<file path="src/rtl/fqfa_pkg.sv">
package fqfa_pkg;

    localparam logic [7:0] CHAR_LF = 8'h0A;
    localparam logic [7:0] CHAR_CR = 8'h0D;
    localparam logic [7:0] BYTE_ZERO = 8'h00;

    localparam logic [7:0] MARKER_RESET = 8'h40;
    localparam logic FASTQ_RESET = 1'b1;

    localparam logic CFG_RECORD_MARKER = 1'b0;
    localparam logic CFG_FASTQ_MODE = 1'b1;

    localparam logic [1:0] LAST_LINE_FASTQ = 2'd3;
    localparam logic [1:0] LAST_LINE_FASTA = 2'd1;

    localparam logic [2:0] KIND_BREAK = 3'd4;
    localparam logic [2:0] KIND_IGNORED = 3'd5;

    localparam logic [1:0] ERR_NONE = 2'd0;
    localparam logic [1:0] ERR_BAD_START = 2'd1;
    localparam logic [1:0] ERR_TRUNCATED = 2'd2;

    typedef enum logic [3:0] {
        PH_AWAIT = 4'b0001,
        PH_LINE  = 4'b0010,
        PH_BREAK = 4'b0100,
        PH_ERROR = 4'b1000
    } phase_t;

    typedef struct packed {
        logic [7:0] marker;
        logic       fastq;
    } cfg_t;

    typedef struct packed {
        logic [7:0] out_byte;
        logic [2:0] line_kind;
        logic       record_start;
        logic       record_done;
        logic [1:0] error_code;
        logic       block_done;
    } result_t;

endpackage

</file>
<file path="src/rtl/fqfa_cfg.sv">
module fqfa_cfg
(
    input  logic            clk,
    input  logic            rst_n,
    input  logic            cfg_we,
    input  logic            cfg_addr,
    input  logic [7:0]      cfg_data,
    output fqfa_pkg::cfg_t  cfg
);
    import fqfa_pkg::*;

    logic [7:0] marker_reg;
    logic [7:0] marker_next;
    logic       fastq_reg;
    logic       fastq_next;

    always_comb
    begin
        marker_next = marker_reg;
        fastq_next = fastq_reg;
        if (cfg_we)
        begin
            case (cfg_addr)
                CFG_RECORD_MARKER: marker_next = cfg_data;
                CFG_FASTQ_MODE:    fastq_next = cfg_data[0];
                default:           marker_next = marker_reg;
            endcase
        end
    end

    always_ff @(posedge clk or negedge rst_n)
    begin
        if (!rst_n)
        begin
            marker_reg <= MARKER_RESET;
            fastq_reg <= FASTQ_RESET;
        end
        else
        begin
            marker_reg <= marker_next;
            fastq_reg <= fastq_next;
        end
    end

    assign cfg.marker = marker_reg;
    assign cfg.fastq = fastq_reg;

endmodule

</file>
<file path="src/rtl/fqfa_parse.sv">
module fqfa_parse
(
    input  logic               clk,
    input  logic               rst_n,
    input  logic               en,
    input  fqfa_pkg::cfg_t     cfg,
    input  logic [7:0]         data_byte,
    input  logic               block_end,
    output fqfa_pkg::result_t  res
);
    import fqfa_pkg::*;

    phase_t     phase_reg;
    phase_t     phase_next;
    logic [1:0] line_reg;
    logic [1:0] line_next;
    logic [1:0] last_line;
    logic       is_brk;
    logic       await_mark;

    assign last_line = cfg.fastq ? LAST_LINE_FASTQ : LAST_LINE_FASTA;
    assign is_brk = (data_byte == CHAR_LF) || (data_byte == CHAR_CR);

    always_comb
    begin
        phase_next = phase_reg;
        line_next = line_reg;
        await_mark = 1'b0;
        res.out_byte = data_byte;
        res.line_kind = KIND_IGNORED;
        res.record_start = 1'b0;
        res.record_done = 1'b0;
        res.error_code = ERR_NONE;
        res.block_done = block_end;

        case (phase_reg)
            PH_LINE:
            begin
                if (is_brk)
                begin
                    res.out_byte = BYTE_ZERO;
                    res.line_kind = KIND_BREAK;
                    phase_next = PH_BREAK;
                end
                else
                begin
                    res.line_kind = {1'b0, line_reg};
                end
            end
            PH_BREAK:
            begin
                if (is_brk)
                begin
                    res.out_byte = BYTE_ZERO;
                    res.line_kind = KIND_BREAK;
                end
                else if (line_reg < last_line)
                begin
                    line_next = line_reg + 2'd1;
                    phase_next = PH_LINE;
                    res.line_kind = {1'b0, line_next};
                    res.record_done = (line_next >= last_line);
                end
                else
                begin
                    await_mark = 1'b1;
                end
            end
            PH_AWAIT:
            begin
                await_mark = 1'b1;
            end
            default:
            begin
                phase_next = PH_ERROR;
            end
        endcase

        if (await_mark)
        begin
            if (data_byte == cfg.marker)
            begin
                res.record_start = 1'b1;
                line_next = 2'd0;
                if (is_brk)
                begin
                    res.out_byte = BYTE_ZERO;
                    res.line_kind = KIND_BREAK;
                    phase_next = PH_BREAK;
                end
                else
                begin
                    res.line_kind = 3'd0;
                    phase_next = PH_LINE;
                end
            end
            else
            begin
                phase_next = PH_ERROR;
            end
        end

        if (phase_next == PH_ERROR)
        begin
            res.out_byte = data_byte;
            res.line_kind = KIND_IGNORED;
            res.record_start = 1'b0;
            res.record_done = 1'b0;
            res.error_code = ERR_BAD_START;
        end
        else if (block_end && (phase_next == PH_LINE || phase_next == PH_BREAK)
                 && (line_next < last_line))
        begin
            res.error_code = ERR_TRUNCATED;
        end

        if (block_end)
        begin
            phase_next = PH_AWAIT;
            line_next = 2'd0;
        end
    end

    always_ff @(posedge clk or negedge rst_n)
    begin
        if (!rst_n)
        begin
            phase_reg <= PH_AWAIT;
            line_reg <= 2'd0;
        end
        else if (en)
        begin
            phase_reg <= phase_next;
            line_reg <= line_next;
        end
    end

endmodule

</file>
<file path="src/rtl/fastq_fasta_record_splitter.sv">
// FASTQ / FASTA record splitter.
// Input channel s_*: one raw text byte per word, s_tlast on the last byte of a block.
// Output channel m_*: one word per input word, same order. m_tdata carries the byte
// with CR/LF zeroed except on an error, m_tuser the line kind, record start/done flags
// and error code, m_tlast marks the end of the block (parser then awaits a new record).
// Configuration: cfg_we writes cfg_data into register cfg_addr (0 marker byte,
// 1 FASTQ mode); write only while no word is in flight.
// A word accepted into the input register is parsed combinationally and registered into
// the output register that drives m_*. Throughput is one word per cycle while m_tready
// is high, the parse state (phase and line index) being updated for each word.
// Reset clears the pipeline, returns the parser to await a record marker and loads
// marker '@' and FASTQ mode.
// When m_tready is low the output word holds; the input register still takes one
// more word, then s_tready drops until the output drains.
module fastq_fasta_record_splitter
(
    input  logic       clk,
    input  logic       rst_n,
    input  logic       s_tvalid,
    output logic       s_tready,
    input  logic [7:0] s_tdata,   // [7:0] data_byte
    input  logic       s_tlast,   // block_end
    output logic       m_tvalid,
    input  logic       m_tready,
    output logic [7:0] m_tdata,   // [7:0] out_byte
    output logic [7:0] m_tuser,   // [2:0] line_kind, [3] record_start,
                                  // [4] record_done, [6:5] error_code, [7] zero
    output logic       m_tlast,   // block_done
    input  logic       cfg_we,
    input  logic       cfg_addr,
    input  logic [7:0] cfg_data
);
    import fqfa_pkg::*;

    cfg_t       cfg;
    result_t    res;
    logic       in_valid_reg;
    logic       in_valid_next;
    logic [7:0] in_byte_reg;
    logic       in_last_reg;
    logic       out_valid_reg;
    logic       out_valid_next;
    result_t    out_reg;
    logic       out_adv;
    logic       in_adv;

    assign out_adv = !out_valid_reg || m_tready;
    assign in_adv = in_valid_reg && out_adv;
    assign s_tready = !in_valid_reg || out_adv;

    assign in_valid_next = (s_tvalid && s_tready) ? 1'b1 : (in_adv ? 1'b0 : in_valid_reg);
    assign out_valid_next = out_adv ? in_valid_reg : out_valid_reg;

    fqfa_cfg u_cfg
    (
        .clk      (clk),
        .rst_n    (rst_n),
        .cfg_we   (cfg_we),
        .cfg_addr (cfg_addr),
        .cfg_data (cfg_data),
        .cfg      (cfg)
    );

    fqfa_parse u_parse
    (
        .clk       (clk),
        .rst_n     (rst_n),
        .en        (in_adv),
        .cfg       (cfg),
        .data_byte (in_byte_reg),
        .block_end (in_last_reg),
        .res       (res)
    );

    always_ff @(posedge clk or negedge rst_n)
    begin
        if (!rst_n)
        begin
            in_valid_reg <= 1'b0;
            out_valid_reg <= 1'b0;
        end
        else
        begin
            in_valid_reg <= in_valid_next;
            out_valid_reg <= out_valid_next;
        end
    end

    always_ff @(posedge clk)
    begin
        if (s_tvalid && s_tready)
        begin
            in_byte_reg <= s_tdata;
            in_last_reg <= s_tlast;
        end
        if (in_adv)
        begin
            out_reg <= res;
        end
    end

    assign m_tvalid = out_valid_reg;
    assign m_tdata = out_reg.out_byte;
    assign m_tuser = {1'b0, out_reg.error_code, out_reg.record_done,
                      out_reg.record_start, out_reg.line_kind};
    assign m_tlast = out_reg.block_done;

endmodule
</file>
<file path="config.mk">
export PLATFORM = sky130hd
export DESIGN_NAME = fastq_fasta_record_splitter
export DESIGN_NICKNAME = d
export VERILOG_FILES = /design/src/rtl/fqfa_pkg.sv /design/src/rtl/fqfa_cfg.sv /design/src/rtl/fqfa_parse.sv /design/src/rtl/fastq_fasta_record_splitter.sv
export SDC_FILE = /design/constraint.sdc
export NUM_CORES = 1
export LEC_CHECK = 0
export CAP_MARGIN = 20
export CORE_MARGIN = 3
export CORE_UTILIZATION = 45
export CTS_BUF_LIST = sky130_fd_sc_hd__clkbuf_16
export DETAILED_ROUTE_END_ITERATION = 7
export DONT_BUFFER_PORTS = 1
export HOLD_SLACK_MARGIN = 0.03
export PLACE_DENSITY = 0.66
export SYNTH_ARGS = -nofsm -noshare
export SYNTH_HDL_FRONTEND = slang
export SYNTH_SLANG_ARGS = --single-unit
</file>
<file path="constraint.sdc">
create_clock -name clk -period 6.1 [get_ports clk]
set_clock_uncertainty 0.05 [all_clocks]
set_input_delay 0.61 -clock clk [delete_from_list [all_inputs] [get_ports clk]]
set_output_delay 0.61 -clock clk [all_outputs]
set_load 0.01 [all_outputs]
</file>
== Yosys cells after proc, flatten, opt, wreduce, memory -nomap -nowiden ==
Index checks and enable logic that the tools add are counted.
Storage, ports and cells
  register bits after elaboration: 42
  bits in latches: 0
  RAM bits: 0
  memory bits (read-only): 0
  input port bits: 23
  output and inout port bits: 19
  memories kept: 0
Operators by class
  $add $sub $neg: 1
  multipliers: 0
  div/mod/pow operators: 0
  order comparisons: 3
  eq/ne operators: 9
  shift-type cells: 0
  multiplexer cells: 34
  bitwise gates (word level): 4
  reduce and logical (&&, ||, !) cells: 15
Operators with widths (count)
  12-bit 2-to-1 mux: 2
  4-bit 2-to-1 mux: 6
  11-bit case mux with 2 select lines: 1
  8-bit by 4-bit == test with 1-bit output (second input constant): 2
  2-bit 2-to-1 mux: 8
  8-bit 2-to-1 mux: 2
  3-bit 2-to-1 mux: 5
  13-bit 2-to-1 mux: 1
  4-bit case mux with 3 select lines: 1
  4-bit by 2-bit == test with 1-bit output (second input constant): 2
  4-bit by 3-bit == test with 1-bit output (second input constant): 2
  8-bit == test: 1
  1-bit 2-to-1 mux: 7
  4-bit by 1-bit == test with 1-bit output (second input constant): 1
  4-bit == test (second input constant): 1
  1-bit logical AND: 4
  1-bit logical OR: 4
  2-bit < comparator: 2
  1-bit inverter: 4
  2-bit AND reduction: 2
  4-bit OR reduction: 1
  2-bit by 1-bit adder with 2-bit output (second input constant): 1
  2-bit >= comparator: 1
  1-bit zero test: 2
  3 further kinds: 3

== Logic depth before layout (Yosys ltp) ==
  word-level depth: 11
  gate-level depth with buffers: 11
  depth with buffers taken out: 11

== By module ==
From an unflattened synthesis, not the netlist that was laid out.
Second synthesis, totals
  cells, all modules: 155
  area total of the unflattened synthesis: 2042.0 um2
Modules (own cells, without submodules)
  fastq_fasta_record_splitter: times used 1, cells an instance 35, area an instance 865.8 um2, sequential area each 800.8 um2
  fqfa_parse: times used 1, cells an instance 98, area an instance 780.7 um2, sequential area each 151.4 um2
  fqfa_cfg: times used 1, cells an instance 22, area an instance 395.4 um2, sequential area each 227.7 um2

== Least setup slack after synthesis ==
Ideal clock, no wire load.
  path kind: register -> register
  start point: register u_cfg.fastq_reg
  end point: register out_reg (netlist bit m_tuser[6]) (data pin)
  setup time: 170 ps
  arrival time: 2161 ps
  slack: 3720 ps
  cell stages (with the launch flop): 11
  buffers on the path: 0
  cell sequence: dfstp_2 -> inv_1 -> ha_1 -> a21oi_1 -> nor2_2 -> a21oi_2 -> nand2b_4 -> inv_2 -> nor2_1 -> ha_1 -> a311oi_2
Between the ends
  cells in the longest elaborated chain, start to end: 11
RTL lines
  start: declaration: RTL line fqfa_cfg.sv:14  | logic fastq_reg;
  start signal: assignment: RTL line fqfa_cfg.sv:41  | fastq_reg <= fastq_next;
  2-bit 2-to-1 mux *: RTL line fqfa_parse.sv:21  | assign last_line = cfg.fastq ? LAST_LINE_FASTQ : LAST_LINE_FASTA;
  2-bit < comparator: RTL line fqfa_parse.sv:57  | else if (line_reg < last_line)
  4-bit 2-to-1 mux / 1-bit 2-to-1 mux (equally long branches): RTL line fqfa_parse.sv:57
  4-bit 2-to-1 mux / 1-bit 2-to-1 mux (equally long branches): RTL line fqfa_parse.sv:52  | if (is_brk)
  4-bit case mux with 3 select lines / 1-bit case mux with 2 select lines (equally long branches): RTL line fqfa_parse.sv:36  | case (phase_reg)
  4-bit 2-to-1 mux: RTL line fqfa_parse.sv:79  | if (await_mark)
  4-bit by 2-bit == test with 1-bit output / 4-bit by 3-bit == test with 1-bit output (equally long branches): RTL line fqfa_parse.sv:111  | else if (block_end && (phase_next == PH_LINE || phase_next == PH_BREAK)
  1-bit logical OR: RTL line fqfa_parse.sv:111
  1-bit logical AND: RTL line fqfa_parse.sv:111
  1-bit logical AND: RTL line fqfa_parse.sv:112  | && (line_next < last_line))
  2-bit 2-to-1 mux: RTL line fqfa_parse.sv:111
  end signal: assignment: RTL line fastq_fasta_record_splitter.sv:98  | out_reg <= res;
  end: declaration: RTL line fastq_fasta_record_splitter.sv:43  | result_t out_reg;
Mark *: on every way between the ends. The rest lies on a longest branch, timed or not.
A chain may end at the register's enable or synchronous reset.

== Worst setup path after layout ==
Same ends and word-level chain as after synthesis.

==> impl_metrics.ini <==
[status]
outcome = completed

[timing]
finalSetupTns_ps = 0
max-slew-margin-rel_pct = 51.9
finalHoldViolCount = 0
slew_violations = 0
tightest_slew_ps = 712
hold_ws_ps = 122
post-route-min-period_ps = 2590
fin_ws_ps = 3510
rsz0062_at_grt = no
clock.fmax_mhz = 387
final-setup-viol-count = 0
finalCritPeriodShare_pct = 42.4

[drt]
dr_total_vias = 1076
drt_iter0_drc = 43
routed_wl_mm = 3.28
drc = 0
wl_per_cell_um = 17.2
dr.pass1.iters = 4
ant_nets = 0
vias_per_cell = 5.63

[clock_network]
clkTransAtPathRegs_ps = 60
cts_buffers = 5
cts_tree = built
cts_buffer_depth = 2
root_buffer = clkbuf_16
ctsResizeCount = 0
clk_latency_ps = 280
numClockSinks = 42
htreeDepth = 2

[final_layout]
final_net_count = 166
num_antenna_cells = 0
stdcell_count = 191
syn2layout_area_growth_pct = 10.4
drive_above_1_share_pct = 24.1
fin_util_pct = 52.4

[floorplanning]
initial_core_util_pct = 47.5
num_io_pins = 42
die_w_um = 71.7
die_h_um = 71.7
rows = 23
core_area_um2 = 4090
die-area_um2 = 5140

[worst_setup_path]
r2r_slack_ps = 3510
worstPathRequired_ps = 6160
start_kind = flop
critPathKind = flop to flop
cp-end-kind = flop
ff2ff_path_depth = 10
cp_max_fo = 5
cp_data_arrival_time_ps = 2650
rr_startpoint = u_cfg.fastq_reg
worstReg2RegEnd = m_tuser[6]

[grt]
grt_pass1_wl_mm = 5.40
antenna_found_initial = 0
track_usage_pct = 13.9
grt_busiest_layer = met2
grt_pass1_vias = 1109
use_met2_pct = 21.7
grtUsageMet1_pct = 17.9
use_met3_pct = 4.91
overflow = 0
grt_max_degree = 17

[place]
pre_cts_slack_ps = 3510
routabilityCongestion = 0.831
hpwl_mm = 2.56
portBuffers = 0
dp_cells = 182

[yosys]
synthCells = 139
synth_warnings = 0
synth.area.top_cells = edfxtp_1, dfrtp_1, mux2_2
syn_nets = 165
yosysSeqAreaShare_pct = 60.8
ys.flop_type = edfxtp_1
avgSynthCellArea_um2 = 14.0
synth_top_area_share_pct = 38.7
synth-edff-count = 25
synth_async_sr_flop_share_pct = 40.5
syn_area_um2 = 1940
synth.distinct_cells = 48
yosys.area.top_type = edfxtp_1
ys_seq_elements = 42

[power_and_ir_drop]
peakVddDrop_mv = 0.140
leakage_nw = 0.807
p_per_area_nw_per_um2 = 325

[flow_run]
drv_cap = 0

[min_path]
hp-class = input port to async pin
==> through the flow <==
stage                     total power, mW  instance area [µm²]
final                               0.696                 2140
after global routing                0.724                 2140
after CTS                           0.702                 2140
after detailed placement            0.414                 1970
after global placement              0.410                 1970
after floorplan                     0.400                 1940
==> placed cells by master (no fill, tap or decap), types with 3 or more instances in the layout <==
cell type  count
nand2_1        8
dfrtp_1       14
inv_1          3
clkbuf_16      5
dfstp_2        3
nor4b_1        3
nand2b_1       4
edfxtp_1      25
nor2_1         6
mux2_2        10
nor2b_1        6
xor2_1         8
ha_1           3
==> layer usage <==
metal / vias to the layer above / wire, µm
li1: 507 / -
met1: 522 / 1400
met2: 43 / 1600
met3: 4 / 229
met4: 0 / 47
met5: - / 0
==> logic make-up (layout without fill, tap and decap cells) <==
group | Yosys count | after routing | synth area share, %
XOR/XNOR | 10 | 10 | 4.51
other | 1 | 1 | 0.193
flip-flops | 42 | 42 | 60.8
multiplexers | 12 | 12 | 7.09
adder cells (fa/ha/maj) | 3 | 3 | 1.93
AO/OA/AOI/OAI | 18 | 18 | 8.38
AND/OR/NAND/NOR | 43 | 43 | 14.6
buffers and inverters | 10 | 12 | 2.45
==> critical path, stage by stage (launching register included) <==
cell	delay (ps)
dfstp_2	540
inv_1	60
ha_1	320
a21oi_1	320
nor2_2	90
a21oi_2	260
nand2b_4	190
inv_2	50
nor2_1	100
ha_1	250
a311oi_2	190
==> Yosys cell counts, types with 2 or more instances <==
master and count:
edfxtp_1 25, dfrtp_1 14, mux2_2 10, nand2_1 8, xor2_1 8, nor2_1 6, nor2b_1 6, clkbuf_1 4
nand2b_1 4, dfstp_2 3, ha_1 3, nor4b_1 3, a21oi_1 2, a22o_1 2, a31oi_1 2, a32o_1 2
inv_1 2, nor3b_1 2, nor4_1 2, o21ai_0 2, xnor2_1 2
==> report_power, final <==
part | internal (mW) | leakage, nW | total (mW) | switching [mW]
Clock | 0.191 | 0.0855 | 0.286 | 0.0951
Sequential | 0.333 | 0.438 | 0.356 | 0.0238
Combinational | 0.0243 | 0.284 | 0.0530 | 0.0288
Total | 0.548 | 0.807 | 0.696 | 0.148
==> how the worst max path moves through the flow <==
stage               slack (ps)       startpoint  cells past startpoint         end
floorplan                 3720  u_cfg.fastq_reg                     10  m_tuser[6]
global placement          3600  u_cfg.fastq_reg                     10  m_tuser[6]
detailed placement        3510  u_cfg.fastq_reg                     10  m_tuser[6]
CTS                       3510  u_cfg.fastq_reg                     10  m_tuser[6]
global route              3370  u_cfg.fastq_reg                     10  m_tuser[6]
finish                    3510  u_cfg.fastq_reg                     10  m_tuser[6]
==> area by class of cell <==
| type | count | area [µm²] |
|---|---|---|
| Clock buffer | 5 | 125 |
| Clock inverter | 3 | 40.0 |
| Fill cell | 363 | 1940 |
| Inverter | 3 | 11.3 |
| Multi-Input combinational cell | 87 | 713 |
| Sequential cell | 42 | 1180 |
| Tap cell | 50 | 62.6 |
| Timing Repair Buffer | 1 | 10.0 |
==> timing repair <==
action	4_1_cts	5_1_grt
hold buffers	1	0
setup buffers	0	0
hold endpoints to repair	14	0
Note: power is estimated with default switching activity, not from simulation.
